### src/hw/rtl/afs_pkg.sv
// ----------------------------------------------------------------------------
// afs_pkg: shared types and constants of the APU frequency sweep unit
// Field widths, command and register codes, and the result record.
// ----------------------------------------------------------------------------
`default_nettype none

package afs_pkg;

  // Field widths
  localparam int unsigned FREQ_W     = 11;
  localparam int unsigned SUM_W      = FREQ_W + 1;
  localparam int unsigned TIMER_W    = 4;
  localparam int unsigned PERIOD_W   = 3;
  localparam int unsigned SHIFT_W    = 3;
  localparam int unsigned CMD_W      = 2;
  localparam int unsigned CFG_IDX_W  = 2;
  localparam int unsigned CFG_DATA_W = 3;

  // Timer reload used when the period register is zero
  localparam logic [TIMER_W-1:0] ZERO_PERIOD_RELOAD = 4'd8;

  // Input item commands
  typedef enum logic [CMD_W-1:0] {
    CMD_TICK    = 2'd0,
    CMD_TRIGGER = 2'd1,
    CMD_LOAD    = 2'd2,
    CMD_ENABLE  = 2'd3
  } afs_cmd_t;

  // Configuration register indexes
  localparam logic [CFG_IDX_W-1:0] CFG_PERIOD = 2'd0;
  localparam logic [CFG_IDX_W-1:0] CFG_SHIFT  = 2'd1;
  localparam logic [CFG_IDX_W-1:0] CFG_NEGATE = 2'd2;

  // One result item
  typedef struct packed {
    logic [FREQ_W-1:0] frequency_now;
    logic              frequency_changed;
    logic              overflow_flag;
  } afs_result_t;

endpackage

`default_nettype wire

### src/hw/rtl/apu_frequency_sweep_unit.sv
// A result item is registered in the output buffer once its input is accepted.
// Throughput: one item per cycle while the skid entry is free; the sweep update
// (shift, add, compare, and a second shift, add, compare on a tick) finishes
// within the accepting cycle. A two-entry output buffer keeps input acceptance
// going for one item while the result side stalls. Synchronous active-low reset
// clears frequency, timer, enable flag, configuration registers and both output entries.
// ----------------------------------------------------------------------------
// apu_frequency_sweep_unit: square-channel frequency sweep
// Keeps the 11-bit frequency, the sweep timer and the enable flag, and
// returns one result item per command item.
// ----------------------------------------------------------------------------
`default_nettype none

module apu_frequency_sweep_unit
  import afs_pkg::*;
(
  input  wire logic                  clk,
  input  wire logic                  rst_n,
  // Configuration write port
  input  wire logic                  cfg_wr_en,
  input  wire logic [CFG_IDX_W-1:0]  cfg_index,
  input  wire logic [CFG_DATA_W-1:0] cfg_wdata,
  // Input channel
  input  wire logic                  in_valid,
  output logic                       in_ready,
  input  wire logic [CMD_W-1:0]      in_command,
  input  wire logic [FREQ_W-1:0]     in_operand_value,
  // Result channel
  output logic                       out_valid,
  input  wire logic                  out_ready,
  output logic [FREQ_W-1:0]          out_frequency_now,
  output logic                       out_frequency_changed,
  output logic                       out_overflow_flag
);

  // Configuration registers
  logic [PERIOD_W-1:0] period_r;
  logic [SHIFT_W-1:0]  shift_r;
  logic                negate_r;

  // Sweep state
  logic [FREQ_W-1:0]  freq_r, freq_nxt;
  logic [TIMER_W-1:0] timer_r, timer_nxt;
  logic               enabled_r, enabled_nxt;

  // Output buffer
  afs_result_t out_r, skid_r, res;
  logic        out_valid_r, skid_valid_r;

  // Datapath intermediates
  logic [FREQ_W-1:0]  delta1, delta2, freq2;
  logic [SUM_W-1:0]   sum1, sum2;
  logic [TIMER_W-1:0] reload;
  logic               in_fire, out_fire;
  afs_cmd_t           cmd;

  assign in_ready = !skid_valid_r;
  assign in_fire  = in_valid && in_ready;
  assign out_fire = out_valid_r && out_ready;
  assign cmd      = afs_cmd_t'(in_command);

  // Write configuration registers
  always_ff @(posedge clk) begin
    if (!rst_n) begin
      period_r <= '0;
      shift_r  <= '0;
      negate_r <= 1'b0;
    end else if (cfg_wr_en) begin
      unique case (cfg_index)
        CFG_PERIOD: period_r <= cfg_wdata[PERIOD_W-1:0];
        CFG_SHIFT:  shift_r  <= cfg_wdata[SHIFT_W-1:0];
        CFG_NEGATE: negate_r <= cfg_wdata[0];
        default:    ;
      endcase
    end
  end

  // Form the swept value and the follow-up value for overflow checking
  always_comb begin
    delta1 = freq_r >> shift_r;
    sum1   = negate_r ? ({1'b0, freq_r} - {1'b0, delta1})
                      : ({1'b0, freq_r} + {1'b0, delta1});
    freq2  = sum1[FREQ_W-1:0];
    delta2 = freq2 >> shift_r;
    sum2   = negate_r ? ({1'b0, freq2} - {1'b0, delta2})
                      : ({1'b0, freq2} + {1'b0, delta2});
    reload = (period_r != '0) ? {1'b0, period_r} : ZERO_PERIOD_RELOAD;
  end

  // Decode the command and work out next state and result
  always_comb begin
    freq_nxt              = freq_r;
    timer_nxt             = timer_r;
    enabled_nxt           = enabled_r;
    res.frequency_changed = 1'b0;
    res.overflow_flag     = 1'b0;
    unique case (cmd)
      CMD_TICK: begin
        if (timer_r <= 4'd1) begin
          timer_nxt = reload;
          if (period_r != '0 && enabled_r) begin
            if (sum1[SUM_W-1]) begin
              res.overflow_flag = 1'b1;
            end else if (shift_r != '0) begin
              freq_nxt              = sum1[FREQ_W-1:0];
              res.frequency_changed = 1'b1;
              res.overflow_flag     = sum2[SUM_W-1];
            end
          end
        end else begin
          timer_nxt = timer_r - 4'd1;
        end
      end
      CMD_TRIGGER: begin
        timer_nxt = reload;
        if (shift_r != '0) begin
          if (sum1[SUM_W-1]) begin
            res.overflow_flag = 1'b1;
          end else begin
            freq_nxt              = sum1[FREQ_W-1:0];
            res.frequency_changed = 1'b1;
          end
        end
      end
      CMD_LOAD: begin
        freq_nxt = in_operand_value;
      end
      CMD_ENABLE: begin
        enabled_nxt = in_operand_value[0];
      end
      default: ;
    endcase
    res.frequency_now = freq_nxt;
  end

  // Advance sweep state on each accepted item
  always_ff @(posedge clk) begin
    if (!rst_n) begin
      freq_r    <= '0;
      timer_r   <= '0;
      enabled_r <= 1'b0;
    end else if (in_fire) begin
      freq_r    <= freq_nxt;
      timer_r   <= timer_nxt;
      enabled_r <= enabled_nxt;
    end
  end

  // Output buffer control: refill the head from the skid entry, else from input
  always_ff @(posedge clk) begin
    if (!rst_n) begin
      out_valid_r  <= 1'b0;
      skid_valid_r <= 1'b0;
    end else if (out_fire || !out_valid_r) begin
      if (skid_valid_r) begin
        out_valid_r  <= 1'b1;
        skid_valid_r <= 1'b0;
      end else begin
        out_valid_r  <= in_fire;
      end
    end else if (in_fire) begin
      skid_valid_r <= 1'b1;
    end
  end

  // Output buffer payload
  always_ff @(posedge clk) begin
    if (out_fire || !out_valid_r) begin
      out_r <= skid_valid_r ? skid_r : res;
    end else if (in_fire) begin
      skid_r <= res;
    end
  end

  assign out_valid             = out_valid_r;
  assign out_frequency_now     = out_r.frequency_now;
  assign out_frequency_changed = out_r.frequency_changed;
  assign out_overflow_flag     = out_r.overflow_flag;

endmodule

`default_nettype wire

### config.mk
export PLATFORM = sky130hd
export DESIGN_NAME = apu_frequency_sweep_unit
export DESIGN_NICKNAME = d
export VERILOG_FILES = /design/src/hw/rtl/afs_pkg.sv /design/src/hw/rtl/apu_frequency_sweep_unit.sv
export SDC_FILE = /design/constraint.sdc
export NUM_CORES = 1
export LEC_CHECK = 0
export BUFFER_PORTS_ARGS = -buffer_cell sky130_fd_sc_hd__buf_2
export CAP_MARGIN = 20
export CORE_ASPECT_RATIO = 1.25
export CORE_MARGIN = 2
export CORE_UTILIZATION = 60
export CTS_BUF_LIST = sky130_fd_sc_hd__clkbuf_4 sky130_fd_sc_hd__clkbuf_8 sky130_fd_sc_hd__clkbuf_16
export DETAILED_ROUTE_END_ITERATION = 6
export HOLD_SLACK_MARGIN = 0.06
export PLACE_DENSITY_LB_ADDON = 0.15
export SYNTH_ARGS = -nofsm -noshare
export SYNTH_HDL_FRONTEND = slang
export SYNTH_SLANG_ARGS = --single-unit
### constraint.sdc
create_clock -name clk -period 8.3 [get_ports clk]
set_clock_uncertainty 0.15 [all_clocks]
set_input_delay 0.83 -clock clk [delete_from_list [all_inputs] [get_ports clk]]
set_output_delay 0.83 -clock clk [all_outputs]
set_load 0.1 [all_outputs]
==> reports/qor.csv <==
stage,metric,value,unit
outcome,outcome,"finished, final reports clean",
timing,worst_pin_slew,1.043,ns
detailed_routing,wl_met1,6041,um
synth,yosys-top-cells-count,"nor2_1 (65), nand2_1 (51), a21oi_1 (45), o21ai_0 (43), edfxtp_1 (26)",
timing,final-hold-violation-count,0,
placement,io_buffers,37,
detailed_routing,routed_wirelength,15410,um
die,io_pins,38,
worst_setup_path,reg2reg_from,shift_r[0]$_SDFFE_PN0P_,
timing,max_freq,130.5,MHz
cts,clockBufferDepth,2,
worst_setup_path,cp_max_fo,32,
worst_setup_path,critPathArrivalTime,7.66,ns
detailed_routing,dr_wl_met3,1124,um
finish,drive_gt1_share,13.79,%
placement,hpwlAfterDp,11840,um
synth,synth_area_leader_cell,edfxtp_1,
synth,yosysTopAreaCellShare,14.85,%
worst_setup_path,start_kind,flop,
synth,syn-num-nets,699,
cts,cts_resized,0,
synth,ys_top_cells_by_area,"edfxtp_1 (15%), dfxtp_1 (9.5%), ha_1 (5.5%), nor2_1 (4.6%), mux2i_1 (4.4%)",
global_routing,grt_pass1_wl,24630,um
synth,synth_cell_type_count,81,
timing,setup_tns,0,ns
synth,yosysMostFrequentCell,nor2_1,
min_path,holdCritStartpoint,enabled_r$_SDFFE_PN0P_,
timing,slew_headroom,30.36,%
detailed_routing,top_layer,met4,
cts,cts_sinks,51,
synth,synth.avg_cell_area,8.066,um^2
detailed_routing,met2RoutedLength,7320,um
cts,post_cts.repair.setup_buffers,0,
timing,drv_slew,0,
global_routing,grtUsageTotal,32.80,%
worst_setup_path,end_kind,flop,
finish,multiInputGateArea,3712,um^2
placement,dp.cells,778,
run,drv_cap,0,
placement,place_ws,0.5061,ns
placement,gp_congestion,0.9690,
worst_setup_path,critPathKind,reg2reg,
detailed_routing,drt_first_iter_violations,389,
cts,cts_made_buffers,5,
die,dieArea,9534,um^2
finish,fin_util,64.89,%
synth,synth-edff-count,26,
power_and_ir_drop,pwr_density_cell,265.6,nW/um^2
timing,grt_setup_unrepaired,no,
die,die_w,87.74,um
detailed_routing,antenna_left,0,
global_routing,grt_antenna_before_repair,0,
synth,ys.warnings.count,0,
synth,synthCells,652,
cts,clkTransAtPathRegs,0.10,ns
timing,post-route-min-period,7.664,ns
finish,nNetsFinal,713,
synth,synth-seq-area-share,24.36,%
detailed_routing,drc,0,
worst_setup_path,critPathSlowestCell,mux4_2,
finish,seqCellArea,1282,um^2
finish,finalNonFillerCells,787,
timing,worst_slack,0.6361,ns
worst_setup_path,critPathLaunch,shift_r[0]$_SDFFE_PN0P_,
die,fp-row-count,38,
detailed_routing,num_vias,5262,
min_path,min_path_type,reg2reg,
global_routing,grt_max_degree,33,
cts,clock-root-buffer,clkbuf_8,
timing,timing.final.crit_share,92.34,%
global_routing,grt_overflow_total,0,
cts,clkLatencyLatePin,0.31,ns
timing,finalSetupViolCount,0,
finish,num_antenna_cells,0,
die,start_util,61.11,%
die,fp.coreArea,8606,um^2
finish,areaGrowthSynthToFinish,6.186,%
synth,synth_async_sr_flop_share,0,%
global_routing,grt_pass1_vias,4912,
synth,synthFlopType,edfxtp_1,
power_and_ir_drop,p_leak,2.223,nW
detailed_routing,wire_per_inst,19.58,um
detailed_routing,first_pass_iters,5,
finish,fillers,739,
worst_setup_path,cp.required,8.30,ns
cts,cts_tree,done,
synth,ys_ff_latch,51,
cts,htreeDepth,2,
power_and_ir_drop,irDropWorstVdd,0.0002237,V
cts,holdBufCountCts,0,
synth,synth_area,5259,um^2
worst_setup_path,crit_top_cell,ha_1,
worst_setup_path,cpPeakStageDelay,0.59,ns
die,die_y,108.7,um
detailed_routing,via_per_inst,6.686,
-- worst max-delay path: cells and delay by family (launching register included) --
family | cells | cell delay, ns
xor gates and xnor gates | 2 | 0.37
adders and majority gates | 4 | 1.16
buffers and inverters | 2 | 0.40
muxes | 2 | 0.84
DFF | 1 | 0.44
and+or+nand+nor | 9 | 2.01
AOI/OAI and AO/OA | 10 | 2.13
-- registers in the layout, summed over array words and instances, names as in the netlist --
name and count:
enabled_r 1, freq_r 11, negate_r 1, out_frequency_changed 1, out_frequency_now 11, out_overflow_flag 1
out_valid 1, period_r 3, shift_r 3, skid_r 13, skid_valid_r 1, timer_r 4
-- stage by stage --
step	cell area (um^2)	power, mW	hold slack [ns]
after global routing	5584	1.593	0.3900
final	5584	1.483	0.3514
after detailed placement	5483	1.320	0.3360
after floorplan	5259	1.085	0.3024
after global placement	5483	1.308	0.3157
after CTS	5572	1.464	0.3543
-- final timing paths --
path	slack (ns)	cells after the start	endpoint
worst min-delay path	0.35	2	enabled_r$_SDFFE_PN0P_
worst max register to register	0.64	29	out_overflow_flag$_DFFE_PP_
worst min register to register	0.35	2	enabled_r$_SDFFE_PN0P_
worst max-delay path	0.64	29	out_overflow_flag$_DFFE_PP_
-- metal layers --
| metal | GRT usage, % | up-vias |
|---|---|---|
| met5 | 0 | - |
| met4 | 19.45 | 0 |
| met3 | 4.012 | 59 |
| met2 | 54.87 | 303 |
| met1 | 40.04 | 2407 |
| li1 | - | 2493 |
-- cells in the final DEF (no fill, tap or decap), drive strengths merged, types with 9 or more instances in the layout --
cell    count
a21oi      46
buf        48
a21o       12
dfxtp      25
nand4      10
ha         23
o21a       12
inv        20
xor2       10
a31oi      14
nor3       12
xnor2      10
nor2b      18
a211oi     10
nor2       65
mux2i      23
mux2       13
nand2b      9
o21ai      48
nand2      51
edfxtp     26
nand3      18
-- power breakdown --
part	internal, mW	total (mW)	switching (mW)	leakage (nW)
logic	0.380	1.04	0.657	1.71
registers	0.286	0.300	0.0140	0.472
clock network	0.0624	0.146	0.0833	0.0446
-- final cells by class --
class | instances | share of cell area (%)
flip-flops and latches | 51 | 22.97
clock inverters | 2 | 0.2241
repair buffers | 48 | 4.862
clock buffers | 6 | 1.367
multi-input cells | 539 | 66.48
inverters | 21 | 1.412
well taps | 120 | 2.689
-- cells by family after synthesis --
kind of cell | share of synthesized area, %
and+or+nand+nor | 22.27
AOI/OAI and AO/OA | 28.84
buffers and inverters | 5.044
DFF | 24.36
muxes | 10.30
adders and majority gates | 5.853
xor gates and xnor gates | 3.331
Note: power is estimated with default switching activity, not from simulation.
